<file path="src/design/bgpl_pkg.sv">
// ============================================================================
// bgpl_pkg
// Shared types, constants and codes of the beam grid path length block.
// ============================================================================
`default_nettype none

package bgpl_pkg;

    // grid size limits
    localparam int MAX_ROWS   = 32;
    localparam int MAX_COLS   = 32;

    // internal widths
    localparam int CNT_W      = 7;      // clamped row / column counts
    localparam int IDX_W      = 7;      // signed grid line index, -1 .. 32
    localparam int COL_W      = 6;      // cell column / row
    localparam int POS_W      = 24;     // grid line position, Q16.8 signed
    localparam int LEN_W      = 25;     // beam length, Q.16
    localparam int SQ_W       = 50;     // square root operand
    localparam int SQ_TOP     = 48;     // first trial bit of the root
    localparam int PROD_W     = 32;     // 16 x 16 products
    localparam int MUL_W      = 41;     // 16 x 25 partial products
    localparam int NUM_W      = 58;     // divider dividend
    localparam int Q_W        = 17;     // segment length quotient
    localparam int DIV_CNT_W  = 5;

    localparam int XING_LIMIT = 63;     // crossings used per beam
    localparam int XING_CNT_W = 6;

    localparam int FIFO_DEPTH = 4;
    localparam int FIFO_AW    = 2;

    localparam int CFG_IDX_W  = 3;

    typedef enum logic [CFG_IDX_W-1:0] {
        REG_MIN_X     = 3'd0,
        REG_MAX_X     = 3'd1,
        REG_MIN_Y     = 3'd2,
        REG_MAX_Y     = 3'd3,
        REG_CELL_EDGE = 3'd4,
        REG_ROW_COUNT = 3'd5,
        REG_COL_COUNT = 3'd6
    } cfg_reg_t;

    typedef enum logic [1:0] {
        ST_OK      = 2'd0,
        ST_INVALID = 2'd1,
        ST_OOB     = 2'd2
    } status_t;

    typedef struct packed {
        logic [15:0] start_x;
        logic [15:0] start_y;
        logic [15:0] end_x;
        logic [15:0] end_y;
        logic        reading_valid;
    } beam_t;

    typedef struct packed {
        logic [9:0]  cell_index;
        logic [16:0] path_length;
        status_t     status;
        logic        last_of_beam;
    } result_t;

    typedef struct packed {
        logic [15:0] min_x;
        logic [15:0] max_x;
        logic [15:0] min_y;
        logic [15:0] max_y;
        logic [14:0] cell_edge;
        logic [5:0]  row_count;
        logic [5:0]  col_count;
    } cfg_t;

    // one queue entry: end of a segment at t = a / b
    typedef struct packed {
        logic [15:0]      a;
        logic [15:0]      b;
        logic [LEN_W-1:0] len16;
        logic [9:0]       cell_index;
        logic             last;
        status_t          status;
    } xing_t;

    typedef enum logic [1:0] {
        F_IDLE,
        F_ERR,
        F_SCAN
    } front_state_t;

    typedef enum logic [1:0] {
        SQ_IDLE,
        SQ_LOAD,
        SQ_RUN
    } sq_state_t;

    typedef enum logic [2:0] {
        B_IDLE,
        B_MUL,
        B_WIDE,
        B_SUM,
        B_DIV
    } back_state_t;

endpackage

`default_nettype wire

</file>
<file path="src/design/bgpl_fifo.sv">
// ============================================================================
// bgpl_fifo
// Short crossing queue between the front and the back.
// ============================================================================
`default_nettype none

module bgpl_fifo (
    input  wire logic              clk,
    input  wire logic              rst_n,
    input  wire logic              push,
    input  wire bgpl_pkg::xing_t   din,
    output logic                   full,
    input  wire logic              pop,
    output bgpl_pkg::xing_t        dout,
    output logic                   empty
);
    import bgpl_pkg::*;

    xing_t                mem [FIFO_DEPTH];
    logic [FIFO_AW-1:0]   wr_reg, wr_next, rd_reg, rd_next;
    logic [FIFO_AW:0]     cnt_reg, cnt_next;
    logic                 do_push, do_pop;

    assign full    = (cnt_reg == (FIFO_AW+1)'(FIFO_DEPTH));
    assign empty   = (cnt_reg == '0);
    assign do_push = push && !full;
    assign do_pop  = pop && !empty;
    assign dout    = mem[rd_reg];

    always_comb
    begin
        wr_next  = do_push ? wr_reg + 1'b1 : wr_reg;
        rd_next  = do_pop ? rd_reg + 1'b1 : rd_reg;
        cnt_next = cnt_reg;
        if (do_push && !do_pop)
            cnt_next = cnt_reg + 1'b1;
        else if (!do_push && do_pop)
            cnt_next = cnt_reg - 1'b1;
    end

    always_ff @(posedge clk or negedge rst_n)
    begin
        if (!rst_n)
        begin
            wr_reg  <= '0;
            rd_reg  <= '0;
            cnt_reg <= '0;
        end
        else
        begin
            wr_reg  <= wr_next;
            rd_reg  <= rd_next;
            cnt_reg <= cnt_next;
        end
    end

    always_ff @(posedge clk)
    begin
        if (do_push)
        begin
            mem[wr_reg] <= din;
        end
    end

endmodule

`default_nettype wire

</file>
<file path="config.mk">
export PLATFORM = sky130hd
export DESIGN_NAME = bgpl_fifo
export DESIGN_NICKNAME = d
export VERILOG_FILES = /design/src/design/bgpl_pkg.sv /design/src/design/bgpl_fifo.sv
export SDC_FILE = /design/constraint.sdc
export NUM_CORES = 1
export LEC_CHECK = 0
export BUFFER_PORTS_ARGS = -buffer_cell sky130_fd_sc_hd__buf_2
export CAP_MARGIN = 20
export CORE_MARGIN = 3
export CORE_UTILIZATION = 35
export CTS_CLUSTER_SIZE = 10
export DETAILED_ROUTE_END_ITERATION = 8
export PLACE_DENSITY = 0.49
export SETUP_SLACK_MARGIN = 0.05
export SYNTH_ARGS = -nofsm -noshare
export SYNTH_HDL_FRONTEND = slang
export SYNTH_SLANG_ARGS = --single-unit
export TNS_END_PERCENT = 10
</file>
<file path="constraint.sdc">
create_clock -name clk -period 7.95 [get_ports clk]
set_input_delay 1.59 -clock clk [delete_from_list [all_inputs] [get_ports clk]]
set_output_delay 1.59 -clock clk [all_outputs]
set_load 0.005 [all_outputs]
</file>
==> flow_metrics.tcl <==
set metrics [dict create \
    status "finished clean" \
    regArea_mm2 0.00859 \
    tightestPinTransition_ps 880 \
    core-area_mm2 0.0297 \
    viasPerCell 4.84 \
    hold_buffers 0 \
    synth.ff_latch_count 287 \
    io_pins 146 \
    synth_top_area_cell "edfxtp_1" \
    grt_use_met3_pct 5.45 \
    synth_seq_area_share_pct 81.0 \
    rsz0062_at_grt "false" \
    grt.overflow.total 0 \
    synth_top_area_share_pct 79.3 \
    grt_pass1_vias 5396 \
    largest_reg_flops 280 \
    arrival_ps 2990 \
    critPathCaptureType "output pin" \
    cp_max_fo 42 \
    multi_input_area_mm2 0.00182 \
    synthCells 402 \
    fillers 2585 \
    synth_edf_count 280 \
    cts_resized 0 \
    synth_ff_type "edfxtp_1" \
    clockBufferDepth 3 \
    clockRootBuffer "clkbuf_16" \
    antenna_found_initial 7 \
    busiest_layer "met2" \
    setup_tns_ps 0 \
    grt_max_degree 57 \
    grt_first_pass_wirelength_um 32000 \
    path_cells "buf_4, mux4_1, buf_2" \
    hpwl_um 12000 \
    clkSinkCount 287 \
    cp-start-kind "flop" \
    setup_viol 0 \
    drv_cap 0 \
    synthDistinctLibCells 22 \
    maxSlewHeadroom_pct 41.3 \
    cp_slowest_cell "dfrtp_4" \
    avgSynthCellArea_um2 26.4 \
    rows 63 \
    fin_crit_sh_pct 57.6 \
    cts_setup_buffers 0 \
    peakVddDrop_uv 183 \
    synthTopCellsByArea "edfxtp_1, mux4_2, dfrtp_1, buf_12, ha_1" \
    max_freq_mhz 218 \
    drive_gt1_share_pct 45.1 \
    final_common_cell "edfxtp_1" \
    die_y_um 180 \
    firstDrtPassIters 4 \
    start_util_pct 35.7 \
    postRouteWirelength_um 20700 \
    h-tree-depth 2 \
    die_width_um 180 \
    grt_use_total_pct 12.8 \
    globalplace.congestion 0.688 \
    crit_type "reg -> out" \
    layout.nets 653 \
    vias 4732 \
    finalCriticalPeriod_ps 4580 \
    finalMaxSlewViolations 0 \
    p_total_w 0.00472 \
    drtIter0Drc 302 \
    clkLatencyLatePin_ps 480 \
    io_buffers 145 \
    async_flop_share_pct 2.44 \
    mostFrequentLayoutCells "edfxtp_1, buf_2, mux4_2" \
    ys.warnings.count 0 \
    holdWs_ps 515 \
    numCtsBuffers 35 \
    static-leakage-power_nw 4.31 \
    die_area_mm2 0.0324 \
    cp_data_required_time_ps 6360 \
    drc 0 \
    use_met2_pct 20.4 \
    clk_pin_slew_ps 50 \
    final_util_pct 42.7 \
    max_stage_delay_ps 860 \
    cts_tree "yes" \
    design_area_mm2 0.0127 \
    synth_nets 482 \
    ant_nets 0 \
    diodes 0 \
    hold_viol_final 0 \
    hold_class "reg -> reg" \
    skew_ps 7.75 \
    area_growth_pct 19.6 \
    routedWlPerCell_um 21.2 \
    power.density_mw_per_mm2 372 \
    netlist_area_mm2 0.0106 \
    use_met1_pct 16.4 \
    place_area_mm2 0.0117 \
]
kinds of logic (layout without fill, tap and decap cells):
group / after synthesis / after routing / synth area share (%)
xor+xnor: 6 / 6 / 0.496
fa+ha+maj: 6 / 6 / 0.779
buf+inv: 21 / 206 / 1.98
flops: 287 / 287 / 81.0
mux: 72 / 72 / 15.2
simple gates: 10 / 10 / 0.590
final cells by class:
class | count | share of cell area [%]
Sequential cell | 287 | 67.7
Tap cell | 390 | 3.85
Clock buffer | 48 | 7.63
Timing Repair Buffer | 151 | 6.24
Clock inverter | 3 | 0.0888
Inverter | 4 | 0.118
Multi-Input combinational cell | 94 | 14.3
per-layer routing:
metal | vias up | share of wire (%)
li1 | 2055 | -
met5 | - | 0.36
met4 | 14 | 2.1
met2 | 142 | 47
met1 | 2471 | 42
met3 | 50 | 8.8
cell usage after synthesis (2+ instances only):
| cell type | instances |
|---|---|
| mux4_2 | 68 |
| ha_1 | 5 |
| buf_2 | 8 |
| buf_12 | 7 |
| mux4_1 | 2 |
| edfxtp_1 | 280 |
| xor2_1 | 2 |
| dfrtp_1 | 7 |
| and2_1 | 4 |
| inv_1 | 4 |
| xnor2_1 | 4 |
worst paths after layout:
check                                 from          to  slack (ps)  depth (start not counted)
worst max-delay path             rd_reg[0]    dout[63]        3370                          3
worst min-delay path            cnt_reg[2]  cnt_reg[2]         510                          1
worst max register to register  cnt_reg[2]  mem[2][57]        5250                          4
worst min register to register  cnt_reg[2]  cnt_reg[2]         510                          1
max in group asynchronous            rst_n   rd_reg[0]        6850                          1
min in group asynchronous            rst_n  cnt_reg[2]         930                          1
where the power goes:
group	switching [W]	internal [W]
Sequential	0.000136	0.00201
Combinational	0.000606	0.000604
Clock	0.000529	0.000835
metrics by stage:
stage / setup slack (ps) / std cells
after CTS: 3210 / 977
after global placement: 3730 / 925
after floorplan: 3990 / 402
after detailed placement: 3750 / 926
after global routing: 3070 / 977
final: 3370 / 977
worst max-delay path, delay by kind of cell (launching register included):
| family | cells | cell delay [ps] |
|---|---|---|
| buffers and inverters | 2 | 960 |
| DFF | 1 | 860 |
| muxes | 1 | 660 |
No activity file was read; power rests on OpenSTA's default activity.
