===== config.mk =====
export PLATFORM = sky130hd
export DESIGN_NAME = bgpl_back
export DESIGN_NICKNAME = d
export VERILOG_FILES = /design/src/design/bgpl_pkg.sv /design/src/design/bgpl_back.sv
export SDC_FILE = /design/constraint.sdc
export NUM_CORES = 2
export LEC_CHECK = 0
export BUFFER_PORTS_ARGS = -buffer_cell sky130_fd_sc_hd__buf_4
export CAP_MARGIN = 10
export CORE_MARGIN = 2
export CORE_UTILIZATION = 40
export DETAILED_ROUTE_END_ITERATION = 6
export HOLD_SLACK_MARGIN = 0.02
export MAX_ROUTING_LAYER = met4
export PLACE_DENSITY = 0.6
export RECOVER_POWER = 100
export SETUP_SLACK_MARGIN = 0.15
export SYNTH_ARGS = -nofsm -noshare
export SYNTH_HDL_FRONTEND = slang
export SYNTH_SLANG_ARGS = --single-unit

===== constraint.sdc =====
create_clock -name clk -period 11.95 [get_ports clk]
set_input_delay 2.39 -clock clk [delete_from_list [all_inputs] [get_ports clk]]
set_output_delay 2.39 -clock clk [all_outputs]
set_load 0.03 [all_outputs]

===== src/design/bgpl_pkg.sv =====
// ============================================================================
// bgpl_pkg
// Shared types, constants and codes of the beam grid path length block.
// ============================================================================
`default_nettype none

package bgpl_pkg;

    // grid size limits
    localparam int MAX_ROWS   = 32;
    localparam int MAX_COLS   = 32;

    // internal widths
    localparam int CNT_W      = 7;      // clamped row / column counts
    localparam int IDX_W      = 7;      // signed grid line index, -1 .. 32
    localparam int COL_W      = 6;      // cell column / row
    localparam int POS_W      = 24;     // grid line position, Q16.8 signed
    localparam int LEN_W      = 25;     // beam length, Q.16
    localparam int SQ_W       = 50;     // square root operand
    localparam int SQ_TOP     = 48;     // first trial bit of the root
    localparam int PROD_W     = 32;     // 16 x 16 products
    localparam int MUL_W      = 41;     // 16 x 25 partial products
    localparam int NUM_W      = 58;     // divider dividend
    localparam int Q_W        = 17;     // segment length quotient
    localparam int DIV_CNT_W  = 5;

    localparam int XING_LIMIT = 63;     // crossings used per beam
    localparam int XING_CNT_W = 6;

    localparam int FIFO_DEPTH = 4;
    localparam int FIFO_AW    = 2;

    localparam int CFG_IDX_W  = 3;

    typedef enum logic [CFG_IDX_W-1:0] {
        REG_MIN_X     = 3'd0,
        REG_MAX_X     = 3'd1,
        REG_MIN_Y     = 3'd2,
        REG_MAX_Y     = 3'd3,
        REG_CELL_EDGE = 3'd4,
        REG_ROW_COUNT = 3'd5,
        REG_COL_COUNT = 3'd6
    } cfg_reg_t;

    typedef enum logic [1:0] {
        ST_OK      = 2'd0,
        ST_INVALID = 2'd1,
        ST_OOB     = 2'd2
    } status_t;

    typedef struct packed {
        logic [15:0] start_x;
        logic [15:0] start_y;
        logic [15:0] end_x;
        logic [15:0] end_y;
        logic        reading_valid;
    } beam_t;

    typedef struct packed {
        logic [9:0]  cell_index;
        logic [16:0] path_length;
        status_t     status;
        logic        last_of_beam;
    } result_t;

    typedef struct packed {
        logic [15:0] min_x;
        logic [15:0] max_x;
        logic [15:0] min_y;
        logic [15:0] max_y;
        logic [14:0] cell_edge;
        logic [5:0]  row_count;
        logic [5:0]  col_count;
    } cfg_t;

    // one queue entry: end of a segment at t = a / b
    typedef struct packed {
        logic [15:0]      a;
        logic [15:0]      b;
        logic [LEN_W-1:0] len16;
        logic [9:0]       cell_index;
        logic             last;
        status_t          status;
    } xing_t;

    typedef enum logic [1:0] {
        F_IDLE,
        F_ERR,
        F_SCAN
    } front_state_t;

    typedef enum logic [1:0] {
        SQ_IDLE,
        SQ_LOAD,
        SQ_RUN
    } sq_state_t;

    typedef enum logic [2:0] {
        B_IDLE,
        B_MUL,
        B_WIDE,
        B_SUM,
        B_DIV
    } back_state_t;

endpackage

`default_nettype wire


===== src/design/bgpl_back.sv =====
// ============================================================================
// bgpl_back
// Segment length: (t2 - t1) * L16 / 256, rounded, by a serial divider.
// ============================================================================
`default_nettype none

module bgpl_back (
    input  wire logic              clk,
    input  wire logic              rst_n,
    input  wire logic              empty,
    output logic                   pop,
    input  wire bgpl_pkg::xing_t   head,
    output logic                   result_valid,
    output bgpl_pkg::result_t      result
);
    import bgpl_pkg::*;

    back_state_t            state_reg, state_next;
    xing_t                  ent_reg, ent_next;
    logic [15:0]            pa_reg, pa_next, pb_reg, pb_next;
    logic [PROD_W-1:0]      p1_reg, p1_next, p2_reg, p2_next;
    logic [PROD_W-1:0]      den_reg, den_next;
    logic [MUL_W-1:0]       mlo_reg, mlo_next, mhi_reg, mhi_next;
    logic [NUM_W-1:0]       rem_reg, rem_next, dsh_reg, dsh_next;
    logic [Q_W-1:0]         q_reg, q_next;
    logic [DIV_CNT_W-1:0]   cnt_reg, cnt_next;
    logic                   vld_reg, vld_next;
    result_t                res_reg, res_next;

    logic [PROD_W-1:0]      diff;
    logic                   ge;

    assign diff = p1_reg - p2_reg;
    assign ge   = (rem_reg >= dsh_reg);

    always_ff @(posedge clk or negedge rst_n)
    begin
        if (!rst_n)
        begin
            state_reg <= B_IDLE;
            vld_reg   <= 1'b0;
            pa_reg    <= '0;
            pb_reg    <= 16'd1;
        end
        else
        begin
            state_reg <= state_next;
            vld_reg   <= vld_next;
            pa_reg    <= pa_next;
            pb_reg    <= pb_next;
        end
    end

    always_ff @(posedge clk)
    begin
        ent_reg <= ent_next;
        p1_reg  <= p1_next;
        p2_reg  <= p2_next;
        den_reg <= den_next;
        mlo_reg <= mlo_next;
        mhi_reg <= mhi_next;
        rem_reg <= rem_next;
        dsh_reg <= dsh_next;
        q_reg   <= q_next;
        cnt_reg <= cnt_next;
        res_reg <= res_next;
    end

    always_comb
    begin
        state_next = state_reg;
        ent_next   = ent_reg;
        pa_next    = pa_reg;
        pb_next    = pb_reg;
        p1_next    = p1_reg;
        p2_next    = p2_reg;
        den_next   = den_reg;
        mlo_next   = mlo_reg;
        mhi_next   = mhi_reg;
        rem_next   = rem_reg;
        dsh_next   = dsh_reg;
        q_next     = q_reg;
        cnt_next   = cnt_reg;
        res_next   = res_reg;
        vld_next   = 1'b0;
        pop        = 1'b0;
        case (state_reg)
            B_IDLE:
            begin
                if (!empty)
                begin
                    pop      = 1'b1;
                    ent_next = head;
                    if (head.status != ST_OK)
                    begin
                        res_next.cell_index   = '0;
                        res_next.path_length  = '0;
                        res_next.status       = head.status;
                        res_next.last_of_beam = 1'b1;
                        vld_next              = 1'b1;
                        pa_next               = '0;
                        pb_next               = 16'd1;
                    end
                    else
                    begin
                        state_next = B_MUL;
                    end
                end
            end
            B_MUL:
            begin
                p1_next    = ent_reg.a * pb_reg;
                p2_next    = pa_reg * ent_reg.b;
                den_next   = pb_reg * ent_reg.b;
                state_next = B_WIDE;
            end
            B_WIDE:
            begin
                mlo_next   = diff[15:0] * ent_reg.len16;
                mhi_next   = diff[31:16] * ent_reg.len16;
                state_next = B_SUM;
            end
            B_SUM:
            begin
                // dividend carries half the divisor for rounding
                rem_next   = (NUM_W'(mhi_reg) << 16) + NUM_W'(mlo_reg)
                           + (NUM_W'(den_reg) << 7);
                dsh_next   = NUM_W'(den_reg) << (8 + Q_W - 1);
                q_next     = '0;
                cnt_next   = '0;
                state_next = B_DIV;
            end
            B_DIV:
            begin
                // quotient stays below 2^17 since t2 - t1 <= 1
                if (ge)
                    rem_next = rem_reg - dsh_reg;
                q_next   = {q_reg[Q_W-2:0], ge};
                dsh_next = dsh_reg >> 1;
                cnt_next = cnt_reg + 1'b1;
                if (cnt_reg == DIV_CNT_W'(Q_W - 1))
                begin
                    res_next.cell_index   = ent_reg.cell_index;
                    res_next.path_length  = {q_reg[Q_W-2:0], ge};
                    res_next.status       = ST_OK;
                    res_next.last_of_beam = ent_reg.last;
                    vld_next              = 1'b1;
                    pa_next               = ent_reg.last ? '0 : ent_reg.a;
                    pb_next               = ent_reg.last ? 16'd1 : ent_reg.b;
                    state_next            = B_IDLE;
                end
            end
            default:
            begin
                state_next = B_IDLE;
            end
        endcase
    end

    assign result_valid = vld_reg;
    assign result       = res_reg;

endmodule

`default_nettype wire


==> impl_results.md <==
* Status: complete, but fails checks
* Failing checks: max-capacitance violations, max-slew violations
* Hold Startpoint: pb_reg[1]
* Crit-path most repeated cell: inv_1
* Hold-fix buffer count after cts at 0
* Top FF cell, synth: edfxtp_1
* Most frequent cell after synthesis: inv_1
* Mapped Cells at about 8,000
* Initial antenna violation count at 6
* Synth top area share at 33.6%
* Slew @ Worst Pin at 4.52 ns
* DIE WIDTH at approximately 430 um
* Register area at 13,300 um2
* Placement row count at between 150 and 200
* Fin. max-slew vios at 891
* Clock Latency Late Sink at 0.75 ns
* CTS Buf Count at 60
* Arrival time at the worst endpoint at 10.94 ns
* First-pass detailed-route iteration total at 5
* Crit path time final at 10.54 ns
* Critical Path Stages at 33
* Die Area at 189,000 um2
* CTS tree: yes
* Crit share post-route at between 80% and 90%
* Critical path capture point type: register
* # nets final at 9,884
* Reg-to-reg setup timing slack at 1.41 ns
* Port buffer count at between 100 and 150
* Routed WL at 203,000 um
* CTS resizes at 0
* Max-Cap Viols at 19
* Fin util at 43.1%
* I/O pin count at around 110
* Die Y at 435 um
* Final Setup Violations at 0
* R2R Path End: mlo_reg[37]
* Reg2Reg Launch Point: p1_reg[0]
* DRC Markers at 0
* Clock sinks at approximately 450
* Post-CTS Setup Bufs at 0
* Htree depth at 2
* Fin. Hold Viols at 0
* Slew headroom at -202%
* Yosys reg bits at 447
* Fillers at 18,200
* Bufs and invs on worst path at 8
* Final GP Congestion at 0.909
* R2R cell count at 33
* Achievable clock frequency at 0.0949 GHz
* GR Overflow Total at 0
* Async SR Flop Fraction at 8.05%
* Required @ worst endpoint at 12.35 ns
* HP Class: reg2reg
* Worst setup endpoint: mlo_reg[37]
* 1st-iter DRT viols at 3,334
* Starting Density at 40.1%
* Total core area at 185,000 um2
* Largest net degree at the start of global routing at 98
* Max incr delay on CP at 1.52 ns
* Average cell area after synthesis at slightly above 9 um2
* Vias at approximately 55,000
* Top post-synthesis cells by area: fa_1, edfxtp_1, ha_1
* Register area share after synthesis at about 18%
* Critical-path top delay cell: clkbuf_1
* Clk slew on worst S/H paths at around 0.07 ns
* Worst Setup Start Kind: register
* Clock Path Buffers at 3
* CP Class: reg2reg
* Ys Warns at 0
* First-pass GRT wire length at 326,000 um
* Number of flops mapped to enable cells by yosys at 411
* Share of cells above drive strength 1 at 4.33%
* Post-Route Setup TNS at 0 ns
* Post-synth cell types at 81
* RSZ-0062 raised after global routing: no
* Syn Std Cell Area at 74,300 um2
* Max FFs per register at 68
* Via-per-instance ratio at 5.24
* CP startpoint: p1_reg[0]
* Vias in the first global route at 58,200
* Clock skew at 0.117 ns
* DP HPWL at approximately 150,000 um
* Top post-synthesis cells by count: inv_1, nand2_1, fa_1
* Leading area contributor after synthesis: fa_1
* Critical path's top delay family: adder cells
* Max FO, Critical Path at 25
* Area Overhead vs Synth at 7.39%
* Root buffer cell: clkbuf_16
* Drt wl/cell at 19.5 um
* Routed Antenna Nets at 0
* Multi-input logic area at 54,100 um2
* Post-Syn Nets at 9,988
* GRT Util Overall at 22.4%
==> worst min-delay path by stage <==
stage | to | slack (ns) | depth (start not counted)
global route | pb_reg[1] | 0.53 | 2
global placement | pb_reg[1] | 0.46 | 2
finish | pb_reg[1] | 0.49 | 2
floorplan | rem_reg[3] | 0.49 | 2
detailed placement | pb_reg[1] | 0.47 | 2
CTS | pb_reg[1] | 0.49 | 2
==> cell type report <==
class | count | area share, %
clock inverter | 48 | 0.723
multi-input combinational | 5623 | 67.8
inverter | 1540 | 7.25
tap | 2480 | 3.89
clock buffer | 65 | 1.91
sequential | 447 | 16.6
timing repair buffer | 218 | 1.78
antenna | 4 | 0.0125
==> kinds of logic after synthesis <==
logic type,Yosys count,share of synthesized area [%]
AOI/OAI and AO/OA,950,8.13
xor gates and xnor gates,279,3.29
DFF,447,17.8
and+or+nand+nor,2452,15.7
muxes,21,0.283
adders and majority gates,1921,45.0
buffers and inverters,1924,9.75
==> per-stage QoR <==
step                      instances  hold WS [ns]  area [um2]  setup WS (ns)
after floorplan                7994         0.495       74300           3.04
after global placement        10300         0.463       77900           2.00
after detailed placement      10300         0.472       77900           2.02
after CTS                     10400         0.487       80000           1.97
after global routing          10400         0.533       79800          0.700
final                         10400         0.485       79800           1.41
==> layer usage <==
metal / part of all wire [%] / GRT usage [%] / wire length (um) / up-vias
li1: - / - / - / 24800
met1: 42 / 28.4 / 85800 / 28200
met2: 49 / 37.7 / 100000 / 1382
met3: 5.0 / 2.30 / 10100 / 338
met4: 3.5 / 6.96 / 7060 / 0
met5: 0 / - / 0 / -
==> worst min-delay path, stage by stage, from the launching register on <==
cell and delay, ns:
dfrtp_1 0.34, nand2_1 0.04, o21ai_0 0.06
==> layout by cell type, fill, tap and decap left out, types with 18 or more instances in the layout <==
master        n
nor3_1       47
a31oi_1      19
o31ai_1      22
a21o_1      121
and2_1      540
dfrtp_1      29
mux2i_1      21
and3_1       56
a211oi_1     24
nand3_1      83
nand2_1    1253
xor2_1       82
edfxtp_1    411
and2_0       28
clkbuf_16    60
fa_1       1248
clkbuf_4     65
nor2_1      189
buf_4        96
xnor2_1     175
nor2b_1      66
inv_1      1540
nand4_1      38
a311oi_1     20
o21a_1       37
a21oi_1     276
o21ai_0     228
ha_1        671
nor4_1       22
o21bai_1     57
clkbuf_1     62
o221ai_1     18
nand2b_1     36
Power is not shown: default switching activity piles up to over one toggle a cycle in this logic, so the estimate is an artifact.
