[src/design/bgpl_pkg.sv]
// ============================================================================
// bgpl_pkg
// Shared types, constants and codes of the beam grid path length block.
// ============================================================================
`default_nettype none

package bgpl_pkg;

    // grid size limits
    localparam int MAX_ROWS   = 32;
    localparam int MAX_COLS   = 32;

    // internal widths
    localparam int CNT_W      = 7;      // clamped row / column counts
    localparam int IDX_W      = 7;      // signed grid line index, -1 .. 32
    localparam int COL_W      = 6;      // cell column / row
    localparam int POS_W      = 24;     // grid line position, Q16.8 signed
    localparam int LEN_W      = 25;     // beam length, Q.16
    localparam int SQ_W       = 50;     // square root operand
    localparam int SQ_TOP     = 48;     // first trial bit of the root
    localparam int PROD_W     = 32;     // 16 x 16 products
    localparam int MUL_W      = 41;     // 16 x 25 partial products
    localparam int NUM_W      = 58;     // divider dividend
    localparam int Q_W        = 17;     // segment length quotient
    localparam int DIV_CNT_W  = 5;

    localparam int XING_LIMIT = 63;     // crossings used per beam
    localparam int XING_CNT_W = 6;

    localparam int FIFO_DEPTH = 4;
    localparam int FIFO_AW    = 2;

    localparam int CFG_IDX_W  = 3;

    typedef enum logic [CFG_IDX_W-1:0] {
        REG_MIN_X     = 3'd0,
        REG_MAX_X     = 3'd1,
        REG_MIN_Y     = 3'd2,
        REG_MAX_Y     = 3'd3,
        REG_CELL_EDGE = 3'd4,
        REG_ROW_COUNT = 3'd5,
        REG_COL_COUNT = 3'd6
    } cfg_reg_t;

    typedef enum logic [1:0] {
        ST_OK      = 2'd0,
        ST_INVALID = 2'd1,
        ST_OOB     = 2'd2
    } status_t;

    typedef struct packed {
        logic [15:0] start_x;
        logic [15:0] start_y;
        logic [15:0] end_x;
        logic [15:0] end_y;
        logic        reading_valid;
    } beam_t;

    typedef struct packed {
        logic [9:0]  cell_index;
        logic [16:0] path_length;
        status_t     status;
        logic        last_of_beam;
    } result_t;

    typedef struct packed {
        logic [15:0] min_x;
        logic [15:0] max_x;
        logic [15:0] min_y;
        logic [15:0] max_y;
        logic [14:0] cell_edge;
        logic [5:0]  row_count;
        logic [5:0]  col_count;
    } cfg_t;

    // one queue entry: end of a segment at t = a / b
    typedef struct packed {
        logic [15:0]      a;
        logic [15:0]      b;
        logic [LEN_W-1:0] len16;
        logic [9:0]       cell_index;
        logic             last;
        status_t          status;
    } xing_t;

    typedef enum logic [1:0] {
        F_IDLE,
        F_ERR,
        F_SCAN
    } front_state_t;

    typedef enum logic [1:0] {
        SQ_IDLE,
        SQ_LOAD,
        SQ_RUN
    } sq_state_t;

    typedef enum logic [2:0] {
        B_IDLE,
        B_MUL,
        B_WIDE,
        B_SUM,
        B_DIV
    } back_state_t;

endpackage

`default_nettype wire

[src/design/bgpl_sqrt.sv]
// ============================================================================
// bgpl_sqrt
// Bit-serial integer square root of (adx^2 + ady^2) * 65536.
// ============================================================================
`default_nettype none

module bgpl_sqrt (
    input  wire logic                      clk,
    input  wire logic                      rst_n,
    input  wire logic                      start,
    input  wire logic [15:0]               adx,
    input  wire logic [15:0]               ady,
    output logic                           done,
    output logic [bgpl_pkg::LEN_W-1:0]     root
);
    import bgpl_pkg::*;

    sq_state_t         state_reg, state_next;
    logic [15:0]       adx_reg, adx_next;
    logic [15:0]       ady_reg, ady_next;
    logic [SQ_W-1:0]   v_reg, v_next;
    logic [SQ_W-1:0]   r_reg, r_next;
    logic [SQ_W-1:0]   bit_reg, bit_next;

    logic [PROD_W-1:0] sqa, sqb;
    logic [PROD_W:0]   sq_sum;
    logic [SQ_W-1:0]   trial;

    assign sqa    = adx_reg * adx_reg;
    assign sqb    = ady_reg * ady_reg;
    assign sq_sum = {1'b0, sqa} + {1'b0, sqb};
    assign trial  = r_reg + bit_reg;

    always_ff @(posedge clk or negedge rst_n)
    begin
        if (!rst_n)
        begin
            state_reg <= SQ_IDLE;
        end
        else
        begin
            state_reg <= state_next;
        end
    end

    always_ff @(posedge clk)
    begin
        adx_reg <= adx_next;
        ady_reg <= ady_next;
        v_reg   <= v_next;
        r_reg   <= r_next;
        bit_reg <= bit_next;
    end

    always_comb
    begin
        state_next = state_reg;
        adx_next   = adx_reg;
        ady_next   = ady_reg;
        v_next     = v_reg;
        r_next     = r_reg;
        bit_next   = bit_reg;
        case (state_reg)
            SQ_IDLE:
            begin
                if (start)
                begin
                    adx_next   = adx;
                    ady_next   = ady;
                    state_next = SQ_LOAD;
                end
            end
            SQ_LOAD:
            begin
                v_next           = SQ_W'({sq_sum, 16'h0000});
                r_next           = '0;
                bit_next         = '0;
                bit_next[SQ_TOP] = 1'b1;
                state_next       = SQ_RUN;
            end
            SQ_RUN:
            begin
                if (v_reg >= trial)
                begin
                    v_next = v_reg - trial;
                    r_next = (r_reg >> 1) + bit_reg;
                end
                else
                begin
                    r_next = r_reg >> 1;
                end
                bit_next = bit_reg >> 2;
                if (bit_reg[0])
                begin
                    state_next = SQ_IDLE;
                end
            end
            default:
            begin
                state_next = SQ_IDLE;
            end
        endcase
    end

    assign done = (state_reg == SQ_IDLE);
    assign root = r_reg[LEN_W-1:0];

endmodule

`default_nettype wire

[src/design/bgpl_front.sv]
// ============================================================================
// bgpl_front
// Beam intake: error checks, grid line scan and merge of crossings by t.
// ============================================================================
`default_nettype none

module bgpl_front (
    input  wire logic              clk,
    input  wire logic              rst_n,
    input  wire logic              start,
    output logic                   busy,
    input  wire bgpl_pkg::beam_t   beam,
    input  wire bgpl_pkg::cfg_t    cfg,
    output logic                   push,
    output bgpl_pkg::xing_t        push_data,
    input  wire logic              full
);
    import bgpl_pkg::*;

    function automatic logic signed [POS_W-1:0] sext(input logic [15:0] v);
        return $signed({{(POS_W-16){v[15]}}, v});
    endfunction

    function automatic logic [CNT_W-1:0] clamp_cnt(input logic [5:0] v,
                                                   input logic [CNT_W-1:0] maxv);
        logic [CNT_W-1:0] w;
        w = {{(CNT_W-6){1'b0}}, v};
        if (w == '0)
            return CNT_W'(1);
        else if (w > maxv)
            return maxv;
        else
            return w;
    endfunction

    front_state_t                   state_reg, state_next;
    status_t                        err_reg, err_next;
    logic [15:0]                    sx_reg, sx_next, sy_reg, sy_next;
    logic [15:0]                    lox_reg, lox_next, hix_reg, hix_next;
    logic [15:0]                    loy_reg, loy_next, hiy_reg, hiy_next;
    logic [15:0]                    adx_reg, adx_next, ady_reg, ady_next;
    logic                           xneg_reg, xneg_next, yneg_reg, yneg_next;
    logic [IDX_W-1:0]               hx_reg, hx_next, hy_reg, hy_next;
    logic signed [POS_W-1:0]        px_reg, px_next, py_reg, py_next;
    logic [XING_CNT_W-1:0]          n_reg, n_next;

    // configuration as used
    logic [14:0]                    edge_c;
    logic [CNT_W-1:0]               rows_c, cols_c, rows_m1, cols_m1;
    logic [CNT_W+14:0]              xoff, yoff;
    logic signed [POS_W-1:0]        edge_p;

    // intake
    logic signed [16:0]             dx_w, dy_w;
    logic [15:0]                    adx_w, ady_w;
    logic                           err_inv, err_oob, acc;

    // scanners
    logic                           xidx_ok, yidx_ok;
    logic                           x_le, x_ge, y_le, y_ge;
    logic                           x_skip, x_done, x_qual;
    logic                           y_skip, y_done, y_qual;
    logic [IDX_W-1:0]               hx_adv, hy_adv;
    logic signed [POS_W-1:0]        px_adv, py_adv, dxp, dyp;
    logic [15:0]                    ax, ay;
    logic [PROD_W-1:0]              prod_x, prod_y;
    logic [COL_W-1:0]               col, row;
    logic [COL_W+CNT_W-1:0]         idx_full;
    logic                           lim, sq_done;
    logic [LEN_W-1:0]               len16;

    assign edge_c  = (cfg.cell_edge == '0) ? 15'd1 : cfg.cell_edge;
    assign rows_c  = clamp_cnt(cfg.row_count, CNT_W'(MAX_ROWS));
    assign cols_c  = clamp_cnt(cfg.col_count, CNT_W'(MAX_COLS));
    assign rows_m1 = rows_c - 1'b1;
    assign cols_m1 = cols_c - 1'b1;
    assign xoff    = cols_m1 * edge_c;
    assign yoff    = rows_m1 * edge_c;
    assign edge_p  = $signed({{(POS_W-15){1'b0}}, edge_c});

    assign dx_w  = $signed({beam.end_x[15], beam.end_x})
                 - $signed({beam.start_x[15], beam.start_x});
    assign dy_w  = $signed({beam.end_y[15], beam.end_y})
                 - $signed({beam.start_y[15], beam.start_y});
    assign adx_w = dx_w[16] ? 16'(-dx_w) : dx_w[15:0];
    assign ady_w = dy_w[16] ? 16'(-dy_w) : dy_w[15:0];

    assign err_inv = !beam.reading_valid
                   || ((beam.start_x == beam.end_x) && (beam.start_y == beam.end_y));
    assign err_oob = ($signed(beam.start_x) < $signed(cfg.min_x))
                   || ($signed(beam.end_x)   < $signed(cfg.min_x))
                   || ($signed(beam.start_x) > $signed(cfg.max_x))
                   || ($signed(beam.end_x)   > $signed(cfg.max_x))
                   || ($signed(beam.start_y) < $signed(cfg.min_y))
                   || ($signed(beam.end_y)   < $signed(cfg.min_y))
                   || ($signed(beam.start_y) > $signed(cfg.max_y))
                   || ($signed(beam.end_y)   > $signed(cfg.max_y));

    assign acc  = start && (state_reg == F_IDLE);
    assign busy = (state_reg != F_IDLE);

    bgpl_sqrt u_sqrt (
        .clk   (clk),
        .rst_n (rst_n),
        .start (acc && !err_inv && !err_oob),
        .adx   (adx_w),
        .ady   (ady_w),
        .done  (sq_done),
        .root  (len16)
    );

    // x lines: head is the next line to cross in travel direction
    assign xidx_ok = !hx_reg[IDX_W-1] && (hx_reg < IDX_W'(cols_c));
    assign x_le    = px_reg <= sext(lox_reg);
    assign x_ge    = px_reg >= sext(hix_reg);
    assign x_skip  = xidx_ok && (xneg_reg ? x_ge : x_le);
    assign x_done  = !xidx_ok || (!x_skip && (xneg_reg ? x_le : x_ge));
    assign x_qual  = !x_skip && !x_done;
    assign hx_adv  = xneg_reg ? hx_reg - 1'b1 : hx_reg + 1'b1;
    assign px_adv  = xneg_reg ? px_reg - edge_p : px_reg + edge_p;

    assign yidx_ok = !hy_reg[IDX_W-1] && (hy_reg < IDX_W'(rows_c));
    assign y_le    = py_reg <= sext(loy_reg);
    assign y_ge    = py_reg >= sext(hiy_reg);
    assign y_skip  = yidx_ok && (yneg_reg ? y_ge : y_le);
    assign y_done  = !yidx_ok || (!y_skip && (yneg_reg ? y_le : y_ge));
    assign y_qual  = !y_skip && !y_done;
    assign hy_adv  = yneg_reg ? hy_reg - 1'b1 : hy_reg + 1'b1;
    assign py_adv  = yneg_reg ? py_reg - edge_p : py_reg + edge_p;

    // distance of the head lines from the start point
    assign dxp = px_reg - sext(sx_reg);
    assign dyp = py_reg - sext(sy_reg);
    assign ax  = dxp[POS_W-1] ? 16'(-dxp) : dxp[15:0];
    assign ay  = dyp[POS_W-1] ? 16'(-dyp) : dyp[15:0];

    // ax/adx against ay/ady
    assign prod_x = ax * ady_reg;
    assign prod_y = ay * adx_reg;

    // cell of the current segment
    always_comb
    begin
        if (xneg_reg)
            col = hx_reg[IDX_W-1] ? '0 : COL_W'(hx_reg);
        else
            col = (hx_reg == '0) ? '0 : COL_W'(hx_reg - 1'b1);
        if (yneg_reg)
            row = hy_reg[IDX_W-1] ? '0 : COL_W'(hy_reg);
        else
            row = (hy_reg == '0) ? '0 : COL_W'(hy_reg - 1'b1);
    end

    assign idx_full = col * rows_c + {{(CNT_W){1'b0}}, row};
    assign lim      = (n_reg == XING_CNT_W'(XING_LIMIT));

    always_ff @(posedge clk or negedge rst_n)
    begin
        if (!rst_n)
        begin
            state_reg <= F_IDLE;
        end
        else
        begin
            state_reg <= state_next;
        end
    end

    always_ff @(posedge clk)
    begin
        err_reg  <= err_next;
        sx_reg   <= sx_next;
        sy_reg   <= sy_next;
        lox_reg  <= lox_next;
        hix_reg  <= hix_next;
        loy_reg  <= loy_next;
        hiy_reg  <= hiy_next;
        adx_reg  <= adx_next;
        ady_reg  <= ady_next;
        xneg_reg <= xneg_next;
        yneg_reg <= yneg_next;
        hx_reg   <= hx_next;
        hy_reg   <= hy_next;
        px_reg   <= px_next;
        py_reg   <= py_next;
        n_reg    <= n_next;
    end

    always_comb
    begin
        state_next = state_reg;
        err_next   = err_reg;
        sx_next    = sx_reg;
        sy_next    = sy_reg;
        lox_next   = lox_reg;
        hix_next   = hix_reg;
        loy_next   = loy_reg;
        hiy_next   = hiy_reg;
        adx_next   = adx_reg;
        ady_next   = ady_reg;
        xneg_next  = xneg_reg;
        yneg_next  = yneg_reg;
        hx_next    = hx_reg;
        hy_next    = hy_reg;
        px_next    = px_reg;
        py_next    = py_reg;
        n_next     = n_reg;

        push                 = 1'b0;
        push_data.a          = ax;
        push_data.b          = adx_reg;
        push_data.len16      = len16;
        push_data.cell_index = idx_full[9:0];
        push_data.last       = 1'b0;
        push_data.status     = ST_OK;

        case (state_reg)
            F_IDLE:
            begin
                if (acc)
                begin
                    sx_next   = beam.start_x;
                    sy_next   = beam.start_y;
                    adx_next  = adx_w;
                    ady_next  = ady_w;
                    xneg_next = dx_w[16];
                    yneg_next = dy_w[16];
                    lox_next  = dx_w[16] ? beam.end_x : beam.start_x;
                    hix_next  = dx_w[16] ? beam.start_x : beam.end_x;
                    loy_next  = dy_w[16] ? beam.end_y : beam.start_y;
                    hiy_next  = dy_w[16] ? beam.start_y : beam.end_y;
                    hx_next   = dx_w[16] ? IDX_W'(cols_m1) : '0;
                    hy_next   = dy_w[16] ? IDX_W'(rows_m1) : '0;
                    px_next   = sext(cfg.min_x);
                    py_next   = sext(cfg.min_y);
                    if (dx_w[16])
                        px_next = sext(cfg.min_x)
                                + $signed({{(POS_W-CNT_W-15){1'b0}}, xoff});
                    if (dy_w[16])
                        py_next = sext(cfg.min_y)
                                + $signed({{(POS_W-CNT_W-15){1'b0}}, yoff});
                    n_next    = '0;
                    if (err_inv)
                    begin
                        err_next   = ST_INVALID;
                        state_next = F_ERR;
                    end
                    else if (err_oob)
                    begin
                        err_next   = ST_OOB;
                        state_next = F_ERR;
                    end
                    else
                    begin
                        state_next = F_SCAN;
                    end
                end
            end
            F_ERR:
            begin
                if (!full)
                begin
                    push                 = 1'b1;
                    push_data.cell_index = '0;
                    push_data.last       = 1'b1;
                    push_data.status     = err_reg;
                    state_next           = F_IDLE;
                end
            end
            F_SCAN:
            begin
                // step past lines outside the beam's span first
                if (x_skip)
                begin
                    hx_next = hx_adv;
                    px_next = px_adv;
                end
                if (y_skip)
                begin
                    hy_next = hy_adv;
                    py_next = py_adv;
                end
                if (!x_skip && !y_skip && sq_done && !full)
                begin
                    push = 1'b1;
                    if ((x_done && y_done) || lim)
                    begin
                        // segment ending at the end point
                        push_data.a    = 16'd1;
                        push_data.b    = 16'd1;
                        push_data.last = 1'b1;
                        state_next     = F_IDLE;
                    end
                    else
                    begin
                        n_next = n_reg + 1'b1;
                        if (x_qual && (y_done || (prod_x < prod_y)))
                        begin
                            hx_next = hx_adv;
                            px_next = px_adv;
                        end
                        else if (y_qual && (x_done || (prod_y < prod_x)))
                        begin
                            push_data.a = ay;
                            push_data.b = ady_reg;
                            hy_next     = hy_adv;
                            py_next     = py_adv;
                        end
                        else
                        begin
                            // corner: both lines at the same t
                            hx_next = hx_adv;
                            px_next = px_adv;
                            hy_next = hy_adv;
                            py_next = py_adv;
                        end
                    end
                end
            end
            default:
            begin
                state_next = F_IDLE;
            end
        endcase
    end

endmodule

`default_nettype wire

[config.mk]
export PLATFORM = sky130hd
export DESIGN_NAME = bgpl_front
export DESIGN_NICKNAME = d
export VERILOG_FILES = /design/src/design/bgpl_pkg.sv /design/src/design/bgpl_sqrt.sv /design/src/design/bgpl_front.sv
export SDC_FILE = /design/constraint.sdc
export NUM_CORES = 2
export LEC_CHECK = 0
export ABC_AREA = 1
export BUFFER_PORTS_ARGS = -buffer_cell sky130_fd_sc_hd__buf_4
export CORE_ASPECT_RATIO = 1.1
export CORE_MARGIN = 3
export CORE_UTILIZATION = 30
export DETAILED_ROUTE_END_ITERATION = 10
export GPL_TIMING_DRIVEN = 1
export PLACE_DENSITY = 0.48
export REMOVE_ABC_BUFFERS = 1
export SLEW_MARGIN = 20
export SYNTH_ARGS = -nofsm -noshare
export SYNTH_HDL_FRONTEND = slang
export SYNTH_SLANG_ARGS = --single-unit
[constraint.sdc]
create_clock -name clk -period 13.7 [get_ports clk]
set_input_delay 1.37 -clock clk [delete_from_list [all_inputs] [get_ports clk]]
set_output_delay 1.37 -clock clk [all_outputs]
set_load 0.02 [all_outputs]
==> run_results.csv <==
group,metric,value,unit
logic_synthesis,synthTopCellsByArea,"fa_1 24%, ha_1 17%, edfxtp_1 14%, inv_1 10%, nand2_1 10%",
timing,finalSetupTns,0,ns
global_routing,grt_pass1_vias,70800,
setup_path,critPathBufInv,7,
cts,path_clk_slew,0.07,ns
floorplan,start_util,30.2,%
floorplan,dieArea,270000,µm²
finish,ff_latch_area,10800,µm²
finish,multiInputGateArea,59000,µm²
cts,cts-root-buf,"clkbuf_16",
global_routing,antenna_found_initial,10,
setup_path,critPathLaunchType,"register",
logic_synthesis,ys.flop_type,"edfxtp_1",
cts,clockBufferDepth,3,
setup_path,cp.depth,52,
global_routing,grt_overflow,0,
logic_synthesis,ys_ff_latch,361,
cts,ctsHoldBuffers,0,
route,wire_per_inst,20.2,µm
cts,cts_buffers,52,
route,dr.pass1.iters,6,
logic_synthesis,yosysTopAreaCellShare,23.6,%
logic_synthesis,yosys_warnings,0,
finish,fillers,28300,
floorplan,fp-row-count,197,
timing,setup-violations-final,0,
cts,numClockSinks,361,
worst_hold_path,min_path_type,"primary input to asynchronous set/reset pin",
setup_path,cp-startpoint,"px_reg[4]",
route,via_count,69100,
logic_synthesis,synth_area_per_cell,7.62,µm²
timing,fin_crit,12.88,ns
setup_path,r2r-start,"px_reg[4]",
finish,area_growth,9.76,%
finish,layout_common_cells,"2,189 x nand2_1, 2,185 x inv_1, 1,056 x ha_1, 932 x fa_1, 793 x nor2_1",
timing,min_period_over_period,94.0,%
finish,final_common_cell,"nand2_1",
route,viasPerCell,4.92,
setup_path,cp_top_family,"adder cells",
global_routing,track_usage,20.9,%
cts,insertion_delay,0.68,ns
floorplan,die_w,496,µm
setup_path,end_kind,"primary output",
logic_synthesis,yosysUniqueCellTypes,75,
setup_path,cpMostUsedCell,"nand2_1",
cts,cts.htree.levels,2,
timing,tightest_slew,1.19,ns
global_routing,grt_start_max_net_pins,84,
setup_path,timing.rr.end,"py_reg[12]",
route,wl,284000,µm
setup_path,r2r_setup_slack,2.23,ns
place,post-dp-hpwl,239000,µm
floorplan,die_h,545,µm
setup_path,crit_required,12.33,ns
finish,nNetsFinal,12700,
logic_synthesis,syn_inst,10400,
logic_synthesis,synth_enable_flop_cells,357,
logic_synthesis,async_flop_share,1.11,%
place,numPortBuffers,231,
route,dr.first_iter.drc_count,4997,
place,gp_congestion,0.919,
floorplan,ios,232,
timing,fin_skew,0.0505,ns
setup_path,critPathArrivalTime,11.51,ns
timing,drv_slew,0,
route,drc,0,
outcome,status,"finished clean",
timing,slew_headroom,20.4,%
timing,fmax,77.6,MHz
cts,cts_tree,"built",
setup_path,path_max_fanout,25,
floorplan,core,262000,µm²
setup_path,endpoint,"push_data[57]",
setup_path,slowest_delay,0.55,ns
global_routing,grt_pass1_wl,432000,µm
setup_path,reg2regPathDepth,52,
logic_synthesis,synth_top_area_cell,"fa_1",
timing,finalHoldViolCount,0,
logic_synthesis,syn-cell-area,79100,µm²
route,antenna_left,0,
setup_path,cpMaxStageDelayCell,"fa_1",
timing,rsz0062_at_grt,"false",
setup_path,worstSetupPathType,"register to primary output",
logic_synthesis,synth-seq-area-share,13.7,%
finish,layout-drive-gt1-share,5.30,%
run,cap_violations,0,
[worst min path at each step]
stage,start,to,slack [ns],cells after the start
final,rst_n,state_reg[1],0.53,1
after global routing,rst_n,state_reg[1],0.51,1
after CTS,rst_n,state_reg[0],0.48,1
after floorplan,u_sqrt.state_reg[1],u_sqrt.state_reg[1],0.47,2
after detailed placement,u_sqrt.state_reg[0],u_sqrt.state_reg[0],0.52,2
after global placement,u_sqrt.state_reg[0],u_sqrt.state_reg[0],0.49,2
[per-layer routing]
metal  up-vias  share of wire (%)  track usage (%)
li1      33100                  -                -
met1     33900                 46             29.2
met2      1820                 45             33.7
met3       315                5.5             2.31
met4         2                3.5             6.31
met5         -             0.0046                0
[repair_timing]
item / in CTS / in global routing
setup endpoints to repair: 31 / 32
pin swaps: 0 / 4
gates resized for setup: 2 / 49
setup buffers: 0 / 15
[logic make-up (layout without fill, tap and decap cells)]
group / Yosys count / count (layout) / synth area share (%)
and+or+nand+nor: 3609 / 3609 / 18.7
adders and majority gates: 1994 / 1994 / 40.4
other: 2 / 34 / 0.00949
xor gates and xnor gates: 402 / 402 / 4.52
buffers and inverters: 2508 / 2659 / 12.2
muxes: 4 / 4 / 0.0506
DFF: 361 / 361 / 13.7
AOI/OAI and AO/OA: 1510 / 1510 / 10.6
[per-stage QoR]
stage               worst slack [ns]  util (%)  hold WS (ns)  area, µm²  cells
floorplan                       2.14         -         0.467      78000  10100
finish                         0.817      33.1         0.530      86900  14100
global placement               0.572      32.3         0.491      84800  13900
detailed placement             0.550      32.3         0.519      84800  13900
global route                  0.0248      33.1         0.508      86900  14100
CTS                           0.0419      33.0         0.484      86600  14000
[synthesized netlist by cell type, types with 27 or more instances]
cell,number
a21o_1,38
a21oi_1,653
a31oi_1,52
buf_2,51
buf_4,33
clkbuf_1,186
edfxtp_1,357
fa_1,932
ha_1,1062
inv_1,2195
nand2_1,2195
nand3_1,323
nand4_1,87
nor2_1,796
nor3_1,82
o211ai_1,53
o21a_1,27
o21ai_0,500
o21bai_1,28
o22ai_1,43
xnor2_1,168
xor2_1,229
[area by class of cell]
cell class                 count  share of cell area (%)
inverter                    2228                    9.68
clock inverter                35                   0.419
multi-input combinational   7549                    67.9
antenna                        4                  0.0115
timing repair buffer         333                    2.89
tap                         3482                    5.02
clock buffer                  63                    1.59
sequential                   361                    12.5
Power is not shown: default switching activity piles up to over one toggle a cycle in this logic, so the estimate is an artifact.
